--- src/hdl/crcfr_pkg.sv ---
// Package with constants, types and the CRC step function of the framed packet receiver.
package crcfr_pkg;

   localparam int BUFFER_LIMIT = 512;
   localparam int AW = $clog2(BUFFER_LIMIT);
   localparam int FW = $clog2(BUFFER_LIMIT + 1);

   localparam logic [7:0]  SYNC_BYTE = 8'hFF;
   localparam logic [15:0] CRC_POLY  = 16'hA001;
   localparam logic [15:0] CRC_INIT  = 16'hFFFF;

   localparam logic [1:0] KIND_ACCEPT   = 2'd0;
   localparam logic [1:0] KIND_REJECT   = 2'd1;
   localparam logic [1:0] KIND_OVERFLOW = 2'd2;
   localparam logic [1:0] KIND_READ     = 2'd3;

   localparam logic OPC_BYTE = 1'b0;

   typedef enum logic [4:0] {
      ST_IDLE, ST_READ, ST_LEN_RD, ST_LEN_CHK, ST_CRC_RD, ST_CRC_UP,
      ST_LO_RD, ST_LO_GET, ST_HI_GET, ST_MSG_GET, ST_DECIDE,
      ST_COPY_RD, ST_COPY_WR, ST_SCAN_RD, ST_SCAN_CHK, ST_EMIT
   } state_type;

   typedef enum logic [4:0] {
      DP_NOP, DP_ACCEPT, DP_READ, DP_RD_LEN, DP_LEN, DP_RD_CNT, DP_CRC,
      DP_RD_LO, DP_GET_LO, DP_GET_HI, DP_GET_MSG, DP_DECIDE,
      DP_RD_COPY, DP_COPY, DP_SCAN_RD, DP_SCAN, DP_EMIT
   } dp_op_type;

   typedef struct packed {
      dp_op_type op;
   } cmd_type;

   typedef struct packed {
      logic is_read;
      logic drop;
      logic full;
      logic fill_ge3;
      logic len_match;
      logic crc_last;
      logic accept;
      logic copy_last;
      logic scan_end;
      logic scan_hit;
      logic slot_free;
   } status_type;

   function automatic logic [15:0] crc_byte(input logic [15:0] crc, input logic [7:0] data);
      logic [15:0] c;
      begin
         c = crc ^ {8'h00, data};
         for (int b = 0; b < 8; b++) begin
            if (c[0]) c = (c >> 1) ^ CRC_POLY;
            else c = c >> 1;
         end
         return c;
      end
   endfunction

endpackage

--- src/hdl/crcfr_ctrl.sv ---
// Controller state machine that sequences the receive, check, copy, trim, read and emit steps.
module crcfr_ctrl (
   input  logic                clock,
   input  logic                reset,
   input  logic                req_valid,
   output logic                req_ready,
   input  crcfr_pkg::status_type st,
   output crcfr_pkg::cmd_type    cmd
);
   import crcfr_pkg::*;

   state_type state_ff, state_in;

   always_ff @(posedge clock) begin
      if (reset) state_ff <= ST_IDLE;
      else state_ff <= state_in;
   end

   always_comb begin
      state_in = state_ff;
      case (state_ff)
         ST_IDLE: begin
            if (req_valid) begin
               if (st.is_read) state_in = ST_READ;
               else if (st.drop) state_in = ST_IDLE;
               else if (st.full) state_in = ST_EMIT;
               else if (st.fill_ge3) state_in = ST_LEN_RD;
            end
         end
         ST_READ:    state_in = ST_EMIT;
         ST_LEN_RD:  state_in = ST_LEN_CHK;
         ST_LEN_CHK: state_in = st.len_match ? ST_CRC_RD : ST_IDLE;
         ST_CRC_RD:  state_in = ST_CRC_UP;
         ST_CRC_UP:  state_in = st.crc_last ? ST_LO_RD : ST_CRC_RD;
         ST_LO_RD:   state_in = ST_LO_GET;
         ST_LO_GET:  state_in = ST_HI_GET;
         ST_HI_GET:  state_in = ST_MSG_GET;
         ST_MSG_GET: state_in = ST_DECIDE;
         ST_DECIDE:  state_in = st.accept ? ST_COPY_RD : ST_SCAN_RD;
         ST_COPY_RD: state_in = ST_COPY_WR;
         ST_COPY_WR: state_in = st.copy_last ? ST_EMIT : ST_COPY_RD;
         ST_SCAN_RD: state_in = st.scan_end ? ST_EMIT : ST_SCAN_CHK;
         ST_SCAN_CHK: state_in = st.scan_hit ? ST_EMIT : ST_SCAN_RD;
         ST_EMIT:    state_in = st.slot_free ? ST_IDLE : ST_EMIT;
         default:    state_in = ST_IDLE;
      endcase
   end

   always_comb begin
      req_ready = 1'b0;
      cmd.op = DP_NOP;
      case (state_ff)
         ST_IDLE: begin
            req_ready = 1'b1;
            if (req_valid) cmd.op = DP_ACCEPT;
         end
         ST_READ:     cmd.op = DP_READ;
         ST_LEN_RD:   cmd.op = DP_RD_LEN;
         ST_LEN_CHK:  cmd.op = DP_LEN;
         ST_CRC_RD:   cmd.op = DP_RD_CNT;
         ST_CRC_UP:   cmd.op = DP_CRC;
         ST_LO_RD:    cmd.op = DP_RD_LO;
         ST_LO_GET:   cmd.op = DP_GET_LO;
         ST_HI_GET:   cmd.op = DP_GET_HI;
         ST_MSG_GET:  cmd.op = DP_GET_MSG;
         ST_DECIDE:   cmd.op = DP_DECIDE;
         ST_COPY_RD:  cmd.op = DP_RD_COPY;
         ST_COPY_WR:  cmd.op = DP_COPY;
         ST_SCAN_RD:  cmd.op = DP_SCAN_RD;
         ST_SCAN_CHK: cmd.op = DP_SCAN;
         ST_EMIT:     cmd.op = st.slot_free ? DP_EMIT : DP_NOP;
         default:     cmd.op = DP_NOP;
      endcase
   end
endmodule

--- config.mk ---
export PLATFORM = sky130hd
export DESIGN_NAME = crcfr_ctrl
export DESIGN_NICKNAME = d
export VERILOG_FILES = /design/src/hdl/crcfr_pkg.sv /design/src/hdl/crcfr_ctrl.sv
export SDC_FILE = /design/constraint.sdc
export NUM_CORES = 1
export LEC_CHECK = 0
export ABC_CLOCK_PERIOD_IN_PS = 1700
export BUFFER_PORTS_ARGS = -buffer_cell sky130_fd_sc_hd__buf_2
export CAP_MARGIN = 20
export CORE_AREA = 3 3 40 42
export CTS_CLUSTER_SIZE = 20
export DETAILED_ROUTE_END_ITERATION = 7
export DIE_AREA = 0 0 43 45
export GPL_ROUTABILITY_DRIVEN = 0
export SYNTH_ARGS = -nofsm -noshare
export SYNTH_HDL_FRONTEND = slang
export SYNTH_SLANG_ARGS = --single-unit
export TNS_END_PERCENT = 1
--- constraint.sdc ---
create_clock -name clock -period 1.7 [get_ports clock]
set_input_delay 0 -clock clock [delete_from_list [all_inputs] [get_ports clock]]
set_output_delay 0 -clock clock [all_outputs]
set_load 0.005 [all_outputs]
; ---- Yosys cells after proc, flatten, opt, wreduce, memory -nomap -nowiden
; Cells that the tools add are included.
[classes]
n_addsub = 0
multipliers = 0
div_mod_pow = 0
n_lt_le_gt_ge = 0
eq_ne = 17
shifts = 0
n_mux = 17
bitwise = 0
n_reduce_logical = 2
[op_table]
columns = operator, count
row1 = $pmux W5 S16, 2
row2 = $eq A5 B4 Y1 const B, 8
row3 = $mux W5, 6
row4 = $eq A5 B3 Y1 const B, 4
row5 = $eq A5 B2 Y1 const B, 2
row6 = $mux W3, 3
row7 = $eq A5 B1 Y1 const B, 1
row8 = $logic_not A5 Y1, 1
row9 = $ne A5 B5 Y1 const B, 1
row10 = $mux W2, 2
row11 = $mux W4, 1
row12 = $mux W1, 3
row13 = $ne A2 B2 Y1 const B, 1
row14 = $reduce_and A2 Y1, 1
[word_totals]
ff_bits = 5
latch_bits = 0
ram_bits = 0
romBits = 0
in_bits = 14
mem_count = 0

; ---- Logic depth before layout (Yosys ltp)
; Gate-level depths: netlist of the first run.
[depth]
depth_word = 6
mapped_depth = 6

; ---- Worst setup path before layout of the first run
; Ideal clock, no wire load.
[synth_path]
path_type = flip-flop to flip-flop
startpoint = register state_ff[3]
endpoint = register state_ff[3]
setup_time_ns = 0.133
arrival_ns = 1.530
required_time_ns = 1.567
path_slack_ns = 0.037
path_stages_with_launch = 6
path_buffers = 1
synth_period_minus_slack_ns = 1.663
path_cell_list = dfxtp_1 > buf_6 > or4_4 > or3_4 > o31ai_4 > a31oi_1
[synth_via]
elab_chain_len = 3
[synth_lines]
columns = item, line
row1 = from (decl), crcfr_ctrl.sv:12  ; state_type state_ff, state_in;
row2 = from (signal assigned), crcfr_ctrl.sv:16  ; else state_ff <= state_in;
row3 = $logic_not A5 Y1, crcfr_ctrl.sv:21  ; case (state_ff)
row4 = $ne A5 B5 Y1 (no line) / $ne A2 B2 Y1 (equally long branches), --
row5 = $reduce_and A2 Y1 (no line), --
; Several ways; a longest one is shown, not always the timed one.
; A chain may end at the register's enable or synchronous reset.

; ---- Worst setup path after layout of the first run
[layout_path]
startpoint = register state_ff[2]
endpoint = register state_ff[3]
; Same word-level chain as after synthesis.

==> results of run 1 <==
-- power breakdown --
part	internal [W]	switching (W)
clock network	0.0000789	0.0000373
logic	0.000287	0.000352
registers	0.000134	0.0000192
total	0.000499	0.000408
-- worst max-delay path by stage --
stage | from | to | slack [ns]
after floorplan | state_ff[3] | state_ff[3] | 0.04
after detailed placement | state_ff[2] | state_ff[2] | 0.07
after global routing | state_ff[2] | state_ff[3] | -0.02
after global placement | state_ff[2] | state_ff[3] | 0.08
final | state_ff[2] | state_ff[3] | 0.05
after CTS | state_ff[2] | state_ff[3] | 0.05
-- final cells by class --
| cell class | instances | area, um^2 | area share [%] |
|---|---|---|---|
| clock buffer | 3 | 22.5 | 3.81 |
| inverter | 4 | 15.0 | 2.54 |
| multi-input combinational | 54 | 329 | 55.6 |
| sequential | 4 | 81.3 | 13.7 |
| tap | 15 | 18.8 | 3.17 |
| timing repair buffer | 23 | 125 | 21.1 |
-- cell usage after synthesis (2+ instances only) --
cell type  instances  share of area, %
a21oi_1            8               8.9
dfxtp_1            4                18
inv_1              4               3.3
nand2b_1           6               8.3
a31oi_1            3               4.2
nor2_1             4               3.3
nand2_1           10               8.3
o21ai_0            3               3.3
nor2b_1            3               4.2
clkbuf_1           4               3.3
o22ai_1            2               2.8
-- worst register-to-register path: stages, from the launching register on --
cell and delay (ns):
dfxtp_2 0.31, or4_4 0.54, or3_4 0.36, o31ai_4 0.24, a31oi_1 0.07
-- what timing repair did --
item / 4_1_cts / 5_1_grt
hold buffers: 0 / 0
resized for setup: 0 / 1
endpoints found under the hold margin: 0 / 0
setup endpoints to repair: 0 / 2
-- through the flow --
stage / util [%] / hold WS [ns] / setup slack [ns] / power, W / TNS (ns)
after floorplan: - / 0.0825 / 0.0368 / 0.000599 / 0
after global placement: 44.2 / 0.304 / 0.0821 / 0.000783 / 0
after detailed placement: 44.2 / 0.300 / 0.0664 / 0.000785 / 0
after CTS: 46.0 / 0.0543 / 0.0509 / 0.000908 / 0
after global routing: 46.1 / 0.0783 / -0.0187 / 0.000992 / -0.0367
final: 46.1 / 0.0560 / 0.0496 / 0.000907 / 0
-- cells by family (layout without fill, tap and decap cells) --
logic type             Yosys count  in the layout  share of synthesized area (%)
flip-flops                       4              4                           17.8
buffers and inverters            9             30                           9.16
AND/OR/NAND/NOR                 30             30                           35.8
AO/OA/AOI/OAI                   23             23                           35.3
XOR/XNOR                         1              1                           1.94
-- routing by layer --
metal / routed length [um] / global-route usage, % / vias up
met5: 0 / 0 / -
met4: 0 / 1.81 / 0
met3: 93 / 5.18 / 0
met2: 505 / 19.5 / 21
met1: 585 / 16.9 / 251
li1: - / - / 284
==> metrics.md, run 1 <==
| Metric | Value |
|---|---|
| Critical path depth | 4 |
| Filler cells | 138 |
| Effective utilization at floorplan | 35.1% |
| Top Registers | state_ff x4 |
| CP delay by family, top | simple AND/OR/NAND/NOR gates |
| Max Fclk | 0.606 GHz |
| Die H | 45 um |
| Arr. time, crit path | 1.75 ns |
| Most frequent cells in the layout | 19 x buf_2, 10 x nand2_1, 8 x a21oi_1 |
| Largest register by flop count | state_ff |
| Post-place instance area | 568 um^2 |
| Main synth FF type | dfxtp_1 |
| Synth Warn # | 0 |
| Antenna violations before repair | 0 |
| Via density | 5.40 |
| Drt pass-1 iters | 4 |
| Ratio of cells with drive above 1 in the final layout | 35.2% |
| CTS HTree Levels | 1 |
| Synth async-reset ratio | 0% |
| LEAKAGE | 0.259 nW |
| Max Slew Vio Count | 0 |
| Period utilization | 97.1% |
| Number of synthesized flops with an enable pin | 0 |
| Worst Hold Endpoint | state_ff[0] |
| Status | completed |
| Layout net count | 104 |
| Max-cap viol count | 0 |
| Total global routing overflow | 0 |
| Hold Path Depth | 4 |
| Worst slew pin tran | 0.435 ns |
| Highest-delay cell along the critical path | or4_4 |
| Peak supply drop | 0.941 mV |
| Finished Cell Area | 592 um^2 |
| Sequential area share after synthesis | 17.8% |
| Req. time, crit path | 1.80 ns |
| Clock buffer depth | 2 |
| Clock transition at the registers of the reported paths | 0.04 ns |
| Drt total wl | 1180 um |
| Reg-to-Reg End | state_ff[3] |
| Routed Antenna Nets | 0 |
| Hold Path Class | input pin to flop |
| Initial DRC count | 14 |
| Largest net degree at the start of global routing | 17 |
| Vias in the first global route | 451 |
| Die W | 43 um |
| Crit path max fanout | 4 |
| Clk sink count | 4 |
| CORE AREA | 1280 um^2 |
| Placed insts | 100 |
| Setup violators final | 0 |
| Worst-skew pair later-pin latency | 0.23 ns |
| # port buffers | 19 |
| CTS tree | yes |
| Worst setup SP type | flop |
| Worst Skew | 0.00563 ns |
| CP bufs+invs | 0 |
| Final std cells w/o fill | 103 |
| Reg2Reg Depth | 4 |
| Detailed-route DRC error count | 0 |
| Hold Vio Cnt, Final | 0 |
| Post-Syn Instances | 67 |
| Most common cell after layout, fill and taps aside | buf_2 |
| GRT Total Usage | 12.6% |
| CTS Buf Count | 3 |
| DP Wirelength | 899 um |
| Number of flip-flops in the largest register | 4 |
| Critical Path End Type | flop |
| Rows | 13 |
| Post-Syn Nets | 81 |
| Antenna diode count | 0 |
| DR vias | 556 |
| Worst slew margin | 70.3% |
| Syn-to-layout area delta | 31.4% |
| RSZ-0062 raised after global routing | yes |
| Syn avg cell area | 6.72 um^2 |
| Crit path kind | flop to flop |
| Synthesized area | 450 um^2 |
| Area of the die | 1940 um^2 |
| Synth cell types | 27 |
| First-pass GRT wire length | 1890 um |
| Seq cells post-synth | 4 |
| Setup bufs post-CTS | 0 |
| Post-layout min period | 1.65 ns |
| R2R Path Start | state_ff[2] |
| I/O pin count | 20 |
| Wire length per cell | 11.5 um |
| R2R setup slack | 0.05 ns |
| HP Start | reset |
| Root Buffer | clkbuf_4 |
| CP Cell Sequence | or4_4 -> or3_4 -> o31ai_4 -> a31oi_1 |
| Power Density | 1530 nW/um^2 |
| CP max stage delay | 0.54 ns |
No activity file was read; power rests on OpenSTA's default activity.
==> run 2, diff against run 1 <==
--- a/config.mk
+++ b/config.mk
@@ -6,13 +6,14 @@
 export NUM_CORES = 1
 export LEC_CHECK = 0
 export ABC_CLOCK_PERIOD_IN_PS = 1700
-export BUFFER_PORTS_ARGS = -buffer_cell sky130_fd_sc_hd__buf_2
 export CAP_MARGIN = 20
 export CORE_AREA = 3 3 40 42
 export CTS_CLUSTER_SIZE = 20
 export DETAILED_ROUTE_END_ITERATION = 7
 export DIE_AREA = 0 0 43 45
+export DONT_BUFFER_PORTS = 1
 export GPL_ROUTABILITY_DRIVEN = 0
+export PLACE_DENSITY = 0.56
 export SYNTH_ARGS = -nofsm -noshare
 export SYNTH_HDL_FRONTEND = slang
 export SYNTH_SLANG_ARGS = --single-unit
==> metrics.md, run 2 (synthesis results as in run 1) <==
| Metric | Value |
|---|---|
| Status | completed |
| Max Slew Vio Count | 0 (unchanged) |
| Crit path max fanout | 4 (unchanged) |
| Root Buffer | clkbuf_4 |
| CORE AREA | 1280 um^2 (unchanged) |
| Hold Path Depth | 3 (-1) |
| First-pass GRT wire length | 1860 um (-1.4%) |
| Wire length per cell | 13.1 um (+14%) |
| Most common cell after layout, fill and taps aside | nand2_1 |
| # port buffers | 0 (-19) |
| Area of the multi-input gates | 329 um^2 (unchanged) |
| LEAKAGE | 0.201 nW (-23%) |
| Clk sink count | 4 (unchanged) |
| Largest net degree at the start of global routing | 17 (unchanged) |
| Setup bufs post-CTS | 0 (unchanged) |
| Antenna violations before repair | 0 (unchanged) |
| Die H | 45 um (unchanged) |
| Initial DRC count | 10 (-4) |
| Hold Vio Cnt, Final | 0 (unchanged) |
| R2R setup slack | 0.03 ns (-0.02 ns) |
| Syn-to-layout area delta | 21.1% |
| CTS tree | yes |
| Worst-skew pair later-pin latency | 0.24 ns (about the same) |
| Drt pass-1 iters | 4 (unchanged) |
| Area of the die | 1940 um^2 (unchanged) |
| DR vias | 499 (-10%) |
| Clock buffer depth | 2 (unchanged) |
| Critical Path End Type | flop |
| Total global routing overflow | 0 (unchanged) |
| Worst Skew | 0.00792 ns (+0.00230 ns) |
| Rows | 13 (unchanged) |
| CTS HTree Levels | 1 (unchanged) |
| Arr. time, crit path | 1.77 ns (+0.02 ns) |
| DP Wirelength | 893 um (-0.66%) |
| I/O pin count | 20 (unchanged) |
| Top Registers | state_ff x4 |
| Fin util | 42.5% (-3.6 points) |
| Effective utilization at floorplan | 35.1% (unchanged) |
| Drt total wl | 1160 um (-1.7%) |
| Antenna diode count | 0 (unchanged) |
| Most frequent cells in the layout | 10 x nand2_1, 8 x a21oi_1, 6 x nand2b_1 |
| Setup TNS | 0 ns (unchanged) |
| CTS Buf Count | 3 (unchanged) |
| Routed Antenna Nets | 0 (unchanged) |
| Max-cap viol count | 0 (unchanged) |
| Worst slew pin tran | 0.364 ns (-0.0707 ns) |
| Detailed-route DRC error count | 0 (unchanged) |
| Vias in the first global route | 472 (+4.7%) |
| GRT Total Usage | 12.7% (+0.17 points) |
| Worst slew margin | 75.1% (+4.8 points) |
| RSZ-0062 raised after global routing | yes |
| Hold Path Class | input pin to flop |
| PostCTS Resize Cnt | 0 (unchanged) |
| Ratio of cells with drive above 1 in the final layout | 14.9% (-20 points) |
| Layout net count | 90 (-13%) |
| Period utilization | 98.5% (+1.4 points) |
| Register area | 80.1 um^2 (-1.5%) |
| Clock transition at the registers of the reported paths | 0.04 ns (about the same) |
| Max Fclk | 0.597 GHz (-1.4%) |
| Filler cells | 140 (+1.4%) |
| Peak supply drop | 0.643 mV (-32%) |
| Reg2Reg Depth | 4 (unchanged) |
| Largest register by flop count | state_ff |
| Worst setup SP type | flop |
| Number of flip-flops in the largest register | 4 (unchanged) |
| Power Density | 1540 nW/um^2 (+0.42%) |
| Crit path kind | flop to flop |
| Post-layout min period | 1.67 ns (+0.0234 ns) |
| Hold WS | 0.0145 ns (-0.0415 ns) |
| Die W | 43 um (unchanged) |
| Via density | 5.61 (+3.9%) |
| Req. time, crit path | 1.80 ns (about the same) |
| Setup violators final | 0 (unchanged) |
## run 2: cell count changes in the layout (fill, tap and decap cells not counted)
cell / change
buf_2: -19
dfxtp_1: +1
dfxtp_2: -1
dlygate4sd3_1: +5
## run 2: final cells by class
type | instances | area share [%]
Timing Repair Buffer | 9 | 14.7
Multi-Input combinational cell | 54 | 60.3
Tap cell | 15 | 3.44
Inverter | 4 | 2.75
Sequential cell | 4 | 14.7
Clock buffer | 3 | 4.13
## run 2: path summary, 6_finish.rpt
path | endpoint | from
worst max-delay path | state_ff[2] | state_ff[2]
worst min-delay path | state_ff[1] | req_valid
worst max register to register | state_ff[2] | state_ff[2]
worst min register to register | state_ff[3] | state_ff[3]
## run 2: metal layers
metal / vias up / track usage, % / share of wire (%)
li1: 255 / - / -
met1: 225 / 15.4 / 45
met2: 16 / 21.9 / 47
met3: 3 / 1.59 / 7.0
met4: 0 / 7.23 / 0.95
met5: - / 0 / 0
## run 2: stage by stage
step | cells | total power [W] | area (um^2) | worst slack, ns
after global routing | 89 | 0.000925 | 546 | -0.0337
after global placement | 81 | 0.000707 | 473 | 0.0738
after floorplan | 67 | 0.000599 | 450 | 0.0368
after detailed placement | 81 | 0.000714 | 473 | 0.0345
after CTS | 89 | 0.000847 | 546 | 0.0265
final | 89 | 0.000840 | 546 | 0.0262
## run 2: what timing repair did
item                                    CTS  global route
endpoints found under the hold margin     4             0
hold buffers                              5             0
endpoints found under the setup margin    0             4
## run 2: worst max-delay path: stages (launching register included)
cell and delay, ns:
dfxtp_1 0.30, or4_4 0.54, or3_4 0.36, o31ai_4 0.25, a21oi_1 0.08
## run 2: where the power goes
part / internal (W) / total [W] / switching (W)
clock network: 0.0000790 / 0.000119 / 0.0000395
logic: 0.000242 / 0.000570 / 0.000328
registers: 0.000132 / 0.000151 / 0.0000193
